==> src/rtl/core/hall_commutation_speed_estimator_top_defines.svh <==
// Assertion macros shared by the Hall commutation speed estimator RTL.
`ifndef HALL_COMMUTATION_SPEED_ESTIMATOR_TOP_DEFINES_SVH
`define HALL_COMMUTATION_SPEED_ESTIMATOR_TOP_DEFINES_SVH

// Same-cycle implication, disabled while reset is asserted.
`define HCSE_ASSERT_IMP(label, clk, rstn, ante, cons, msg) \
    label: assert property (@(posedge clk) disable iff (!(rstn)) (ante) |-> (cons)) \
        else $error(msg);

// Next-cycle implication, disabled while reset is asserted.
`define HCSE_ASSERT_NEXT(label, clk, rstn, ante, cons, msg) \
    label: assert property (@(posedge clk) disable iff (!(rstn)) (ante) |=> (cons)) \
        else $error(msg);

`endif

==> src/rtl/core/hcse_pkg.sv <==
// Types, constants and commutation tables of the Hall commutation speed estimator.
package hcse_pkg;

    // Item command codes.
    localparam logic CMD_DRIVE = 1'b0;
    localparam logic CMD_TICK  = 1'b1;

    // Configuration register indexes.
    localparam logic [1:0] CFG_DUTY_LIMIT  = 2'd0;
    localparam logic [1:0] CFG_SPEED_CONST = 2'd1;
    localparam logic [1:0] CFG_SPAN_CEIL   = 2'd2;

    // Configuration reset values.
    localparam logic [11:0] DUTY_LIMIT_RST  = 12'd1199;
    localparam logic [23:0] SPEED_CONST_RST = 24'd5000000;
    localparam logic [29:0] SPAN_CEIL_RST   = 30'd1000000000;

    // Shared divider geometry.
    localparam int DIV_DVD_W = 24;
    localparam int DIV_DVS_W = 30;
    localparam int DIV_CNT_W = 5;

    // Raw speed divides the 24-bit numerator, one quotient bit per step.
    localparam logic [DIV_CNT_W-1:0] DIV_STEPS_RAW = 5'd24;

    // Divide by ten as a multiply by ceil(2^31 / 10) and a shift by 31.
    // It is exact for any magnitude below 2^30; the filter stays below 2^28.
    localparam logic [27:0] TEN_RECIP = 28'hCCCCCCD;
    localparam int          TEN_SHIFT = 31;

    // Sequencer states.
    typedef enum logic [3:0] {
        ST_IDLE,
        ST_DRIVE,
        ST_SPAN,
        ST_RAW_GO,
        ST_RAW_WAIT,
        ST_FILT,
        ST_TEN_MUL,
        ST_TEN_APPLY,
        ST_RESULT
    } state_t;

    // Divider launch control.
    typedef struct packed {
        logic                 start;
        logic [DIV_CNT_W-1:0] steps;
    } div_ctl_t;

    // High-side enable for a Hall code, forward or reverse rotation.
    function automatic logic [2:0] high_lookup(input logic fwd, input logic [2:0] hall);
        logic [2:0] h;
        begin
            unique case (hall)
                3'd0: h = 3'd0;
                3'd1: h = fwd ? 3'd4 : 3'd1;
                3'd2: h = fwd ? 3'd2 : 3'd4;
                3'd3: h = fwd ? 3'd2 : 3'd1;
                3'd4: h = fwd ? 3'd1 : 3'd2;
                3'd5: h = fwd ? 3'd4 : 3'd2;
                3'd6: h = fwd ? 3'd1 : 3'd4;
                3'd7: h = 3'd0;
            endcase
            return h;
        end
    endfunction

    // Low-side pattern for a Hall code; same in both directions.
    function automatic logic [2:0] low_lookup(input logic [2:0] hall);
        logic [2:0] l;
        begin
            unique case (hall)
                3'd0: l = 3'd0;
                3'd1: l = 3'd5;
                3'd2: l = 3'd6;
                3'd3: l = 3'd3;
                3'd4: l = 3'd3;
                3'd5: l = 3'd6;
                3'd6: l = 3'd5;
                3'd7: l = 3'd0;
            endcase
            return l;
        end
    endfunction

endpackage

==> src/rtl/core/hcse_div.sv <==
// Bit-serial restoring divider used by the raw speed step.
module hcse_div (
    input  logic                               aclk,
    input  logic                               aresetn,
    input  hcse_pkg::div_ctl_t                 ctl,
    input  logic [hcse_pkg::DIV_DVD_W-1:0]     dividend,
    input  logic [hcse_pkg::DIV_DVS_W-1:0]     divisor,
    output logic                               busy,
    output logic                               done,
    output logic [hcse_pkg::DIV_DVD_W-1:0]     quotient
);

    logic [hcse_pkg::DIV_DVD_W-1:0] q_reg, q_next;
    logic [hcse_pkg::DIV_DVS_W-1:0] rem_reg, rem_next;
    logic [hcse_pkg::DIV_DVS_W-1:0] dvs_reg, dvs_next;
    logic [hcse_pkg::DIV_CNT_W-1:0] cnt_reg, cnt_next;
    logic                           busy_reg, busy_next;
    logic                           done_reg, done_next;

    logic [hcse_pkg::DIV_DVS_W:0]   trial;
    logic [hcse_pkg::DIV_DVS_W:0]   diff;
    logic                           fits;

    // One quotient bit per cycle: shift in the next dividend bit and try a subtract.
    assign trial = {rem_reg, q_reg[hcse_pkg::DIV_DVD_W-1]};
    assign diff  = trial - {1'b0, dvs_reg};
    assign fits  = (trial >= {1'b0, dvs_reg});

    always_comb begin
        q_next    = q_reg;
        rem_next  = rem_reg;
        dvs_next  = dvs_reg;
        cnt_next  = cnt_reg;
        busy_next = busy_reg;
        done_next = 1'b0;
        if (ctl.start) begin
            q_next    = dividend;
            rem_next  = '0;
            dvs_next  = divisor;
            cnt_next  = ctl.steps;
            busy_next = 1'b1;
        end else if (busy_reg) begin
            q_next   = {q_reg[hcse_pkg::DIV_DVD_W-2:0], fits};
            rem_next = fits ? diff[hcse_pkg::DIV_DVS_W-1:0] : trial[hcse_pkg::DIV_DVS_W-1:0];
            cnt_next = cnt_reg - 1'b1;
            if (cnt_reg == {{(hcse_pkg::DIV_CNT_W-1){1'b0}}, 1'b1}) begin
                busy_next = 1'b0;
                done_next = 1'b1;
            end
        end
    end

    // Control state is reset; the operand registers are not.
    always_ff @(posedge aclk) begin
        if (!aresetn) begin
            busy_reg <= 1'b0;
            done_reg <= 1'b0;
            cnt_reg  <= '0;
        end else begin
            busy_reg <= busy_next;
            done_reg <= done_next;
            cnt_reg  <= cnt_next;
        end
    end

    always_ff @(posedge aclk) begin
        q_reg   <= q_next;
        rem_reg <= rem_next;
        dvs_reg <= dvs_next;
    end

    assign busy     = busy_reg;
    assign done     = done_reg;
    assign quotient = q_reg;

endmodule

==> src/rtl/core/hall_commutation_speed_estimator_top.sv <==
// Top level of the six-step Hall commutator with filtered speed estimate.
//
//  Channel   Prefix  Handshake          Moves
//  input     s_      s_valid/s_ready    one drive or tick command per transfer
//  result    m_      m_valid/m_ready    one result per accepted command
//  config    cfg_    cfg_valid/cfg_ready register index and write data
//
// A drive command steps through the drive and result states. A tick command steps
// through the span, divider launch, divider wait, filter, multiply, apply and
// result states and uses the bit-serial divider for the raw speed; the filter
// divides by ten with one reciprocal multiply. A zero span skips the divider.
// Reset is synchronous and active low; it loads the register defaults and clears
// the commutation and speed state. s_ready is high only while the sequencer is
// idle; a stalled result waits in the output register, and a second finished
// result holds the sequencer until that register drains.
module hall_commutation_speed_estimator_top (
    input  logic               aclk,
    input  logic               aresetn,
    input  logic               s_valid,
    output logic               s_ready,
    input  logic               s_cmd,
    input  logic [2:0]         s_hall,
    input  logic signed [15:0] s_pwm_ref,
    input  logic               s_enable,
    input  logic [15:0]        s_elapsed_us,
    input  logic               s_hall_edge,
    output logic               m_valid,
    input  logic               m_ready,
    output logic [11:0]        m_duty,
    output logic [2:0]         m_high_side,
    output logic [2:0]         m_low_side,
    output logic               m_direction,
    output logic               m_commutated,
    output logic signed [24:0] m_speed_rpm,
    input  logic               cfg_valid,
    output logic               cfg_ready,
    input  logic [1:0]         cfg_index,
    input  logic [29:0]        cfg_data
);

    `include "hall_commutation_speed_estimator_top_defines.svh"

    hcse_pkg::state_t state_reg, state_next;

    // Configuration registers.
    logic [11:0] duty_limit_reg;
    logic [23:0] speed_const_reg;
    logic [29:0] span_ceil_reg;

    // Commutation and speed state.
    logic [2:0]         last_hall_reg, last_hall_next;
    logic               dir_reg, dir_next;
    logic [11:0]        duty_reg, duty_next;
    logic [2:0]         high_reg, high_next;
    logic [2:0]         low_reg, low_next;
    logic [29:0]        interval_reg, interval_next;
    logic signed [24:0] filt_reg, filt_next;
    logic               comm_reg, comm_next;

    // Captured command and intermediate results.
    logic        cmd_reg, hall_edge_reg, enable_reg;
    logic [2:0]  hall_reg;
    logic [15:0] pwm_reg, elapsed_reg;
    logic [23:0] raw_reg, raw_next;
    logic [27:0] acc_mag_reg, acc_mag_next;
    logic        acc_neg_reg, acc_neg_next;
    logic [24:0] ten_q_reg, ten_q_next;

    // Output register.
    logic               m_valid_reg, m_valid_next;
    logic [11:0]        out_duty_reg;
    logic [2:0]         out_high_reg, out_low_reg;
    logic               out_dir_reg, out_comm_reg;
    logic signed [24:0] out_speed_reg;

    // Divider connection.
    hcse_pkg::div_ctl_t              div_ctl;
    logic [hcse_pkg::DIV_DVD_W-1:0]  div_dividend;
    logic [hcse_pkg::DIV_DVS_W-1:0]  div_divisor;
    logic                            div_busy, div_done;
    logic [hcse_pkg::DIV_DVD_W-1:0]  div_q;

    logic s_fire, out_load;

    // Drive arithmetic: magnitude, cap and direction of the request.
    logic [15:0] pwm_mag;
    logic [15:0] pwm_capped;
    logic        pwm_fwd;

    assign pwm_mag    = pwm_reg[15] ? (~pwm_reg + 16'd1) : pwm_reg;
    assign pwm_capped = (pwm_mag > {4'd0, duty_limit_reg}) ? {4'd0, duty_limit_reg} : pwm_mag;
    assign pwm_fwd    = !pwm_reg[15] && (pwm_reg != 16'd0);

    // Span accumulation with saturation at the ceiling.
    logic [30:0] span_sum;
    assign span_sum = {1'b0, interval_reg} + {15'd0, elapsed_reg};

    // Filter numerator 8*old + 2*(signed raw), its magnitude, and the reciprocal product.
    logic signed [24:0] raw_signed;
    logic signed [28:0] filt_acc;
    logic [28:0]        filt_acc_abs;
    logic [55:0]        ten_prod;

    assign raw_signed   = dir_reg ? $signed({1'b0, raw_reg}) : -$signed({1'b0, raw_reg});
    assign filt_acc     = $signed({filt_reg[24], filt_reg, 3'b000})
                        + $signed({{3{raw_signed[24]}}, raw_signed, 1'b0});
    assign filt_acc_abs = filt_acc[28] ? (~filt_acc + 29'd1) : filt_acc;
    assign ten_prod     = {28'd0, acc_mag_reg} * {28'd0, hcse_pkg::TEN_RECIP};

    assign s_fire = s_valid && s_ready;

    // Sequencer next state.
    always_comb begin
        state_next = state_reg;
        unique case (state_reg)
            hcse_pkg::ST_IDLE: begin
                if (s_valid) begin
                    state_next = (s_cmd == hcse_pkg::CMD_TICK) ? hcse_pkg::ST_SPAN
                                                               : hcse_pkg::ST_DRIVE;
                end
            end
            hcse_pkg::ST_DRIVE:    state_next = hcse_pkg::ST_RESULT;
            hcse_pkg::ST_SPAN:     state_next = hcse_pkg::ST_RAW_GO;
            hcse_pkg::ST_RAW_GO: begin
                state_next = (interval_reg == 30'd0) ? hcse_pkg::ST_FILT
                                                     : hcse_pkg::ST_RAW_WAIT;
            end
            hcse_pkg::ST_RAW_WAIT: begin
                if (div_done) begin
                    state_next = hcse_pkg::ST_FILT;
                end
            end
            hcse_pkg::ST_FILT:      state_next = hcse_pkg::ST_TEN_MUL;
            hcse_pkg::ST_TEN_MUL:   state_next = hcse_pkg::ST_TEN_APPLY;
            hcse_pkg::ST_TEN_APPLY: state_next = hcse_pkg::ST_RESULT;
            hcse_pkg::ST_RESULT: begin
                if (out_load) begin
                    state_next = hcse_pkg::ST_IDLE;
                end
            end
            default:               state_next = hcse_pkg::ST_IDLE;
        endcase
    end

    // Sequencer outputs: handshake and divider launch.
    always_comb begin
        s_ready       = (state_reg == hcse_pkg::ST_IDLE);
        out_load      = (state_reg == hcse_pkg::ST_RESULT) && (!m_valid_reg || m_ready);
        div_ctl.start = 1'b0;
        div_ctl.steps = hcse_pkg::DIV_STEPS_RAW;
        div_dividend  = speed_const_reg;
        div_divisor   = interval_reg;
        unique case (state_reg)
            hcse_pkg::ST_RAW_GO: begin
                div_ctl.start = (interval_reg != 30'd0);
            end
            default: begin
                div_ctl.start = 1'b0;
            end
        endcase
    end

    // Datapath next values.
    always_comb begin
        last_hall_next = last_hall_reg;
        dir_next       = dir_reg;
        duty_next      = duty_reg;
        high_next      = high_reg;
        low_next       = low_reg;
        interval_next  = interval_reg;
        filt_next      = filt_reg;
        comm_next      = comm_reg;
        raw_next       = raw_reg;
        acc_mag_next   = acc_mag_reg;
        acc_neg_next   = acc_neg_reg;
        ten_q_next     = ten_q_reg;
        unique case (state_reg)
            hcse_pkg::ST_IDLE: begin
                if (s_fire) begin
                    comm_next = 1'b0;
                end
            end
            hcse_pkg::ST_DRIVE: begin
                dir_next = pwm_fwd;
                if (!enable_reg) begin
                    duty_next = 12'd0;
                end else begin
                    duty_next = pwm_capped[11:0];
                    // A new Hall code steps the commutation.
                    if (hall_reg != last_hall_reg) begin
                        if (hcse_pkg::high_lookup(pwm_fwd, hall_reg) != 3'd0) begin
                            high_next = hcse_pkg::high_lookup(pwm_fwd, hall_reg);
                        end
                        low_next       = hcse_pkg::low_lookup(hall_reg);
                        last_hall_next = hall_reg;
                        comm_next      = 1'b1;
                    end
                end
            end
            hcse_pkg::ST_SPAN: begin
                interval_next = (span_sum > {1'b0, span_ceil_reg}) ? span_ceil_reg
                                                                   : span_sum[29:0];
            end
            hcse_pkg::ST_RAW_GO: begin
                // A zero span gives the constant itself.
                if (interval_reg == 30'd0) begin
                    raw_next = speed_const_reg;
                end
            end
            hcse_pkg::ST_RAW_WAIT: begin
                if (div_done) begin
                    raw_next = div_q;
                end
            end
            hcse_pkg::ST_FILT: begin
                acc_neg_next = filt_acc[28];
                acc_mag_next = filt_acc_abs[27:0];
            end
            hcse_pkg::ST_TEN_MUL: begin
                ten_q_next = ten_prod[hcse_pkg::TEN_SHIFT +: 25];
            end
            hcse_pkg::ST_TEN_APPLY: begin
                // The sign goes back on, so the division truncates toward zero.
                filt_next = acc_neg_reg ? -$signed(ten_q_reg) : $signed(ten_q_reg);
                if (hall_edge_reg) begin
                    interval_next = 30'd0;
                end
            end
            default: begin
                comm_next = comm_reg;
            end
        endcase
    end

    // Result valid holds until the downstream transfer.
    always_comb begin
        m_valid_next = m_valid_reg;
        if (out_load) begin
            m_valid_next = 1'b1;
        end else if (m_ready) begin
            m_valid_next = 1'b0;
        end
    end

    // Control, configuration and architectural state.
    always_ff @(posedge aclk) begin
        if (!aresetn) begin
            state_reg       <= hcse_pkg::ST_IDLE;
            m_valid_reg     <= 1'b0;
            duty_limit_reg  <= hcse_pkg::DUTY_LIMIT_RST;
            speed_const_reg <= hcse_pkg::SPEED_CONST_RST;
            span_ceil_reg   <= hcse_pkg::SPAN_CEIL_RST;
            last_hall_reg   <= 3'd0;
            dir_reg         <= 1'b0;
            duty_reg        <= 12'd0;
            high_reg        <= 3'd0;
            low_reg         <= 3'd0;
            interval_reg    <= 30'd0;
            filt_reg        <= 25'sd0;
            comm_reg        <= 1'b0;
        end else begin
            state_reg     <= state_next;
            m_valid_reg   <= m_valid_next;
            last_hall_reg <= last_hall_next;
            dir_reg       <= dir_next;
            duty_reg      <= duty_next;
            high_reg      <= high_next;
            low_reg       <= low_next;
            interval_reg  <= interval_next;
            filt_reg      <= filt_next;
            comm_reg      <= comm_next;
            // Configuration transfer; unknown indexes are dropped.
            if (cfg_valid && cfg_ready) begin
                unique case (cfg_index)
                    hcse_pkg::CFG_DUTY_LIMIT:  duty_limit_reg  <= cfg_data[11:0];
                    hcse_pkg::CFG_SPEED_CONST: speed_const_reg <= cfg_data[23:0];
                    hcse_pkg::CFG_SPAN_CEIL:   span_ceil_reg   <= cfg_data;
                    default:                   duty_limit_reg  <= duty_limit_reg;
                endcase
            end
        end
    end

    // Payload registers: captured command, intermediates and result.
    always_ff @(posedge aclk) begin
        if (s_fire) begin
            cmd_reg       <= s_cmd;
            hall_reg      <= s_hall;
            pwm_reg       <= s_pwm_ref;
            enable_reg    <= s_enable;
            elapsed_reg   <= s_elapsed_us;
            hall_edge_reg <= s_hall_edge;
        end
        raw_reg     <= raw_next;
        acc_mag_reg <= acc_mag_next;
        acc_neg_reg <= acc_neg_next;
        ten_q_reg   <= ten_q_next;
        if (out_load) begin
            out_duty_reg  <= duty_reg;
            out_high_reg  <= high_reg;
            out_low_reg   <= low_reg;
            out_dir_reg   <= dir_reg;
            out_comm_reg  <= comm_reg && (cmd_reg == hcse_pkg::CMD_DRIVE);
            out_speed_reg <= filt_reg;
        end
    end

    hcse_div u_div (
        .aclk     (aclk),
        .aresetn  (aresetn),
        .ctl      (div_ctl),
        .dividend (div_dividend),
        .divisor  (div_divisor),
        .busy     (div_busy),
        .done     (div_done),
        .quotient (div_q)
    );

    assign cfg_ready    = 1'b1;
    assign m_valid      = m_valid_reg;
    assign m_duty       = out_duty_reg;
    assign m_high_side  = out_high_reg;
    assign m_low_side   = out_low_reg;
    assign m_direction  = out_dir_reg;
    assign m_commutated = out_comm_reg;
    assign m_speed_rpm  = out_speed_reg;

    // The divider only runs while the sequencer waits on it.
    `HCSE_ASSERT_IMP(a_div_owned, aclk, aresetn, div_busy, (state_reg == hcse_pkg::ST_RAW_WAIT), "divider busy outside a wait state")
    // At most one high-side switch is ever enabled.
    `HCSE_ASSERT_IMP(a_high_onehot, aclk, aresetn, m_valid, $onehot0(m_high_side), "high side not one-hot")
    // A command in progress blocks the next input transfer.
    `HCSE_ASSERT_NEXT(a_one_in_flight, aclk, aresetn, s_fire, !s_ready, "input taken while busy")
    // A commutation step only comes from an enabled drive command.
    `HCSE_ASSERT_IMP(a_comm_drive, aclk, aresetn, out_load && comm_reg, (cmd_reg == hcse_pkg::CMD_DRIVE && enable_reg), "commutation without enabled drive")

endmodule

==> config.mk <==
export PLATFORM = sky130hd
export DESIGN_NAME = hall_commutation_speed_estimator_top
export DESIGN_NICKNAME = d
export VERILOG_FILES = /design/src/rtl/core/hcse_pkg.sv /design/src/rtl/core/hcse_div.sv /design/src/rtl/core/hall_commutation_speed_estimator_top.sv
export VERILOG_INCLUDE_DIRS = /design/src /design/src/rtl/core
export SDC_FILE = /design/constraint.sdc
export NUM_CORES = 2
export LEC_CHECK = 0
export BUFFER_PORTS_ARGS = -buffer_cell sky130_fd_sc_hd__buf_2
export CORE_MARGIN = 2
export CORE_UTILIZATION = 68
export CTS_CLUSTER_DIAMETER = 40
export DETAILED_ROUTE_END_ITERATION = 10
export PLACE_DENSITY = 0.91
export SYNTH_ARGS = -nofsm -noshare
export SYNTH_HDL_FRONTEND = slang
export SYNTH_SLANG_ARGS = --single-unit
==> constraint.sdc <==
create_clock -name aclk -period 16 [get_ports aclk]
set_input_delay 0.8 -clock aclk [delete_from_list [all_inputs] [get_ports aclk]]
set_output_delay 0.8 -clock aclk [all_outputs]
set_load 0.02 [all_outputs]
==> out/qor.csv <==
metric,value,unit
run_status,"complete, no violations",
final_nets,4301,
min_period,7.64,ns
critPathMaxStageDelay,0.57,ns
synth_top_family_by_area,adder cells,
dp_hpwl,65900,um
grt_pass1_wl,134000,um
layout-drive-gt1-share,8.42,%
drc_errors,0,
rsz0062_at_grt,false,
synthCells,3455,
period_share,47.7,%
synth_cell_types,99,
synth_top_area_cell,edfxtp_1,
clock-sinks,400,
power.density,102,nW/um^2
critPathBufInv,6,
ios,123,
gp_congestion,1.04,
worst-setup-path-type,flip-flop to flip-flop,
dieWidth,226,um
finalSetupViolations,0,
totalWireLength,84100,um
finalNonFillerCells,4237,
die_area,51200,um^2
ant_nets,0,
synth_area,33600,um^2
crit_required,16.29,ns
fmax,131,MHz
syn-num-nets,4218,
routed_via_density,6.03,
clock-skew-final,0.0281,ns
vdd_drop_max,0.000115,V
firstDrtPassIters,5,
fin_setup_tns,0,ns
synthDominantCellAreaShare,19.1,%
worst_setup_path_start_kind,flip-flop,
power.leakage,16.7,nW
track_usage,33.6,%
cp.arrival,7.93,ns
crit_fanout,5,
die_h,226,um
dp_slack,8.48,ns
tightest_slew,1.20,ns
wl_per_cell,19.9,um
postCtsHoldBufs,0,
cts_root_buffer,clkbuf_16,
cp-startpoint,acc_mag_reg[14],
clkTransAtPathRegs,0.06,ns
layout_commonest_cell,inv_1,
ys_ff_latch,400,
synthFlopType,edfxtp_1,
synthMuxAreaShare,1.58,%
min_path_type,primary input to flip-flop,
numPlacedInstances,4156,
hold_ws,0.395,ns
synth_fa_ha_area_share,32.2,%
grt_antenna_before_repair,0,
maxCapViolations,0,
post-cts-setup-buffers,0,
drv_slew,0,
grt_pass1_vias,25800,
cp-end-kind,flip-flop,
grt.overflow.total,0,
drtIter0Drc,2593,
cts_buffer_depth,3,
area_delta_synth_final,7.74,%
start_util,68.8,%
grt_max_degree,81,
hp-start,s_elapsed_us[13],
io_buffers,121,
path_delay_family,adder cells,
hold_viol,0,
relSlewSlack,20.1,%
cts_buffers,44,
cts_resized,0,
yosys_warnings,0,
seq_area_frac_synth,30.2,%
core-area,48800,um^2
cts_max_level,2,
synthXorXnorAreaFrac,4.74,%
layout_setup_ws,8.36,ns
num_vias,25500,
synthTopCellsByArea,"edfxtp_1, fa_1, ha_1",
slowest_stage,fa_1,
synthSimpleGateAreaFrac,11.5,%
row_count,81,
synth_compound_area_share,11.7,%
cts_tree,done,
r2r_start,acc_mag_reg[14],
clk_latency,0.58,ns
avgSynthCellArea,9.73,um^2
synth_edf_count,214,
mostFrequentLayoutCells,"inv_1, ha_1, nand2_1, fa_1, edfxtp_1",
synthArstFlopShare,0,%
n_antenna_cell,0,
-- layout make-up --
| cell class | instances | area [um^2] |
|---|---|---|
| Multi-Input combinational cell | 2347 | 20800 |
| Fill cell | 3267 | 12600 |
| Sequential cell | 400 | 10200 |
| Inverter | 610 | 2290 |
| Clock buffer | 56 | 1210 |
| Tap cell | 664 | 831 |
| Timing Repair Buffer | 135 | 711 |
| Clock inverter | 25 | 220 |
-- power breakdown --
part | switching (W) | internal (W) | total [W]
Sequential | 0.0000823 | 0.00121 | 0.00129
Combinational | 0.000845 | 0.000567 | 0.00141
Clock | 0.000446 | 0.000551 | 0.000997
Total | 0.00137 | 0.00233 | 0.00370
-- cell usage after synthesis (19+ instances only) --
master,number
and3_1,23
a31oi_1,45
mux2i_1,25
or3_1,21
fa_1,293
xnor2_1,100
a211oi_1,19
inv_1,609
nor3_1,38
clkbuf_1,74
o21ai_0,115
a21oi_1,176
o211ai_1,29
nor2_1,130
nand2b_1,20
nand4_1,28
o311ai_0,21
o21a_1,21
dfxtp_1,186
edfxtp_1,214
ha_1,395
xor2_1,82
a21o_1,48
nand2_1,389
nor2b_1,26
mux2_2,25
nand3_1,64
-- routing by layer --
metal  wire, um  GRT usage (%)  up-vias
met1      32600           42.9    12400
met5          0              0        -
met4       4760           16.9        0
li1           -              -    11800
met2      40400           56.3     1148
met3       6370           4.61      274
-- final timing paths --
kind / endpoint / slack [ns] / depth (start not counted)
setup / recovery: ten_q_reg[24] / 8.36 / 25
hold / removal: elapsed_reg[13] / 0.39 / 1
setup reg to reg: ten_q_reg[24] / 8.36 / 25
hold reg to reg: m_duty[10] / 0.44 / 0
-- metrics by stage --
| stage | utilization, % | area (um^2) | power [W] |
|---|---|---|---|
| after floorplan | - | 33600 | 0.00233 |
| after global placement | 71.2 | 34800 | 0.00262 |
| after detailed placement | 71.2 | 34800 | 0.00268 |
| after CTS | 74.1 | 36200 | 0.00369 |
| after global routing | 74.1 | 36200 | 0.00391 |
| final | 74.1 | 36200 | 0.00370 |
-- logic make-up after synthesis --
logic type | count (synthesis)
AO/OA/AOI/OAI | 599
XOR/XNOR | 182
adder cells (fa/ha/maj) | 688
buffers and inverters | 708
flip-flops | 400
multiplexers | 50
other | 1
AND/OR/NAND/NOR | 827
-- worst reg2reg max path, delay by kind of cell (launching register included) --
family	cells	cell delay (ns)
xor+xnor	1	0.14
buf+inv	6	0.42
simple gates	3	0.61
compound gates	7	1.78
flops	1	0.52
fa+ha+maj	8	3.88
Power figures use the tool's default switching activity.
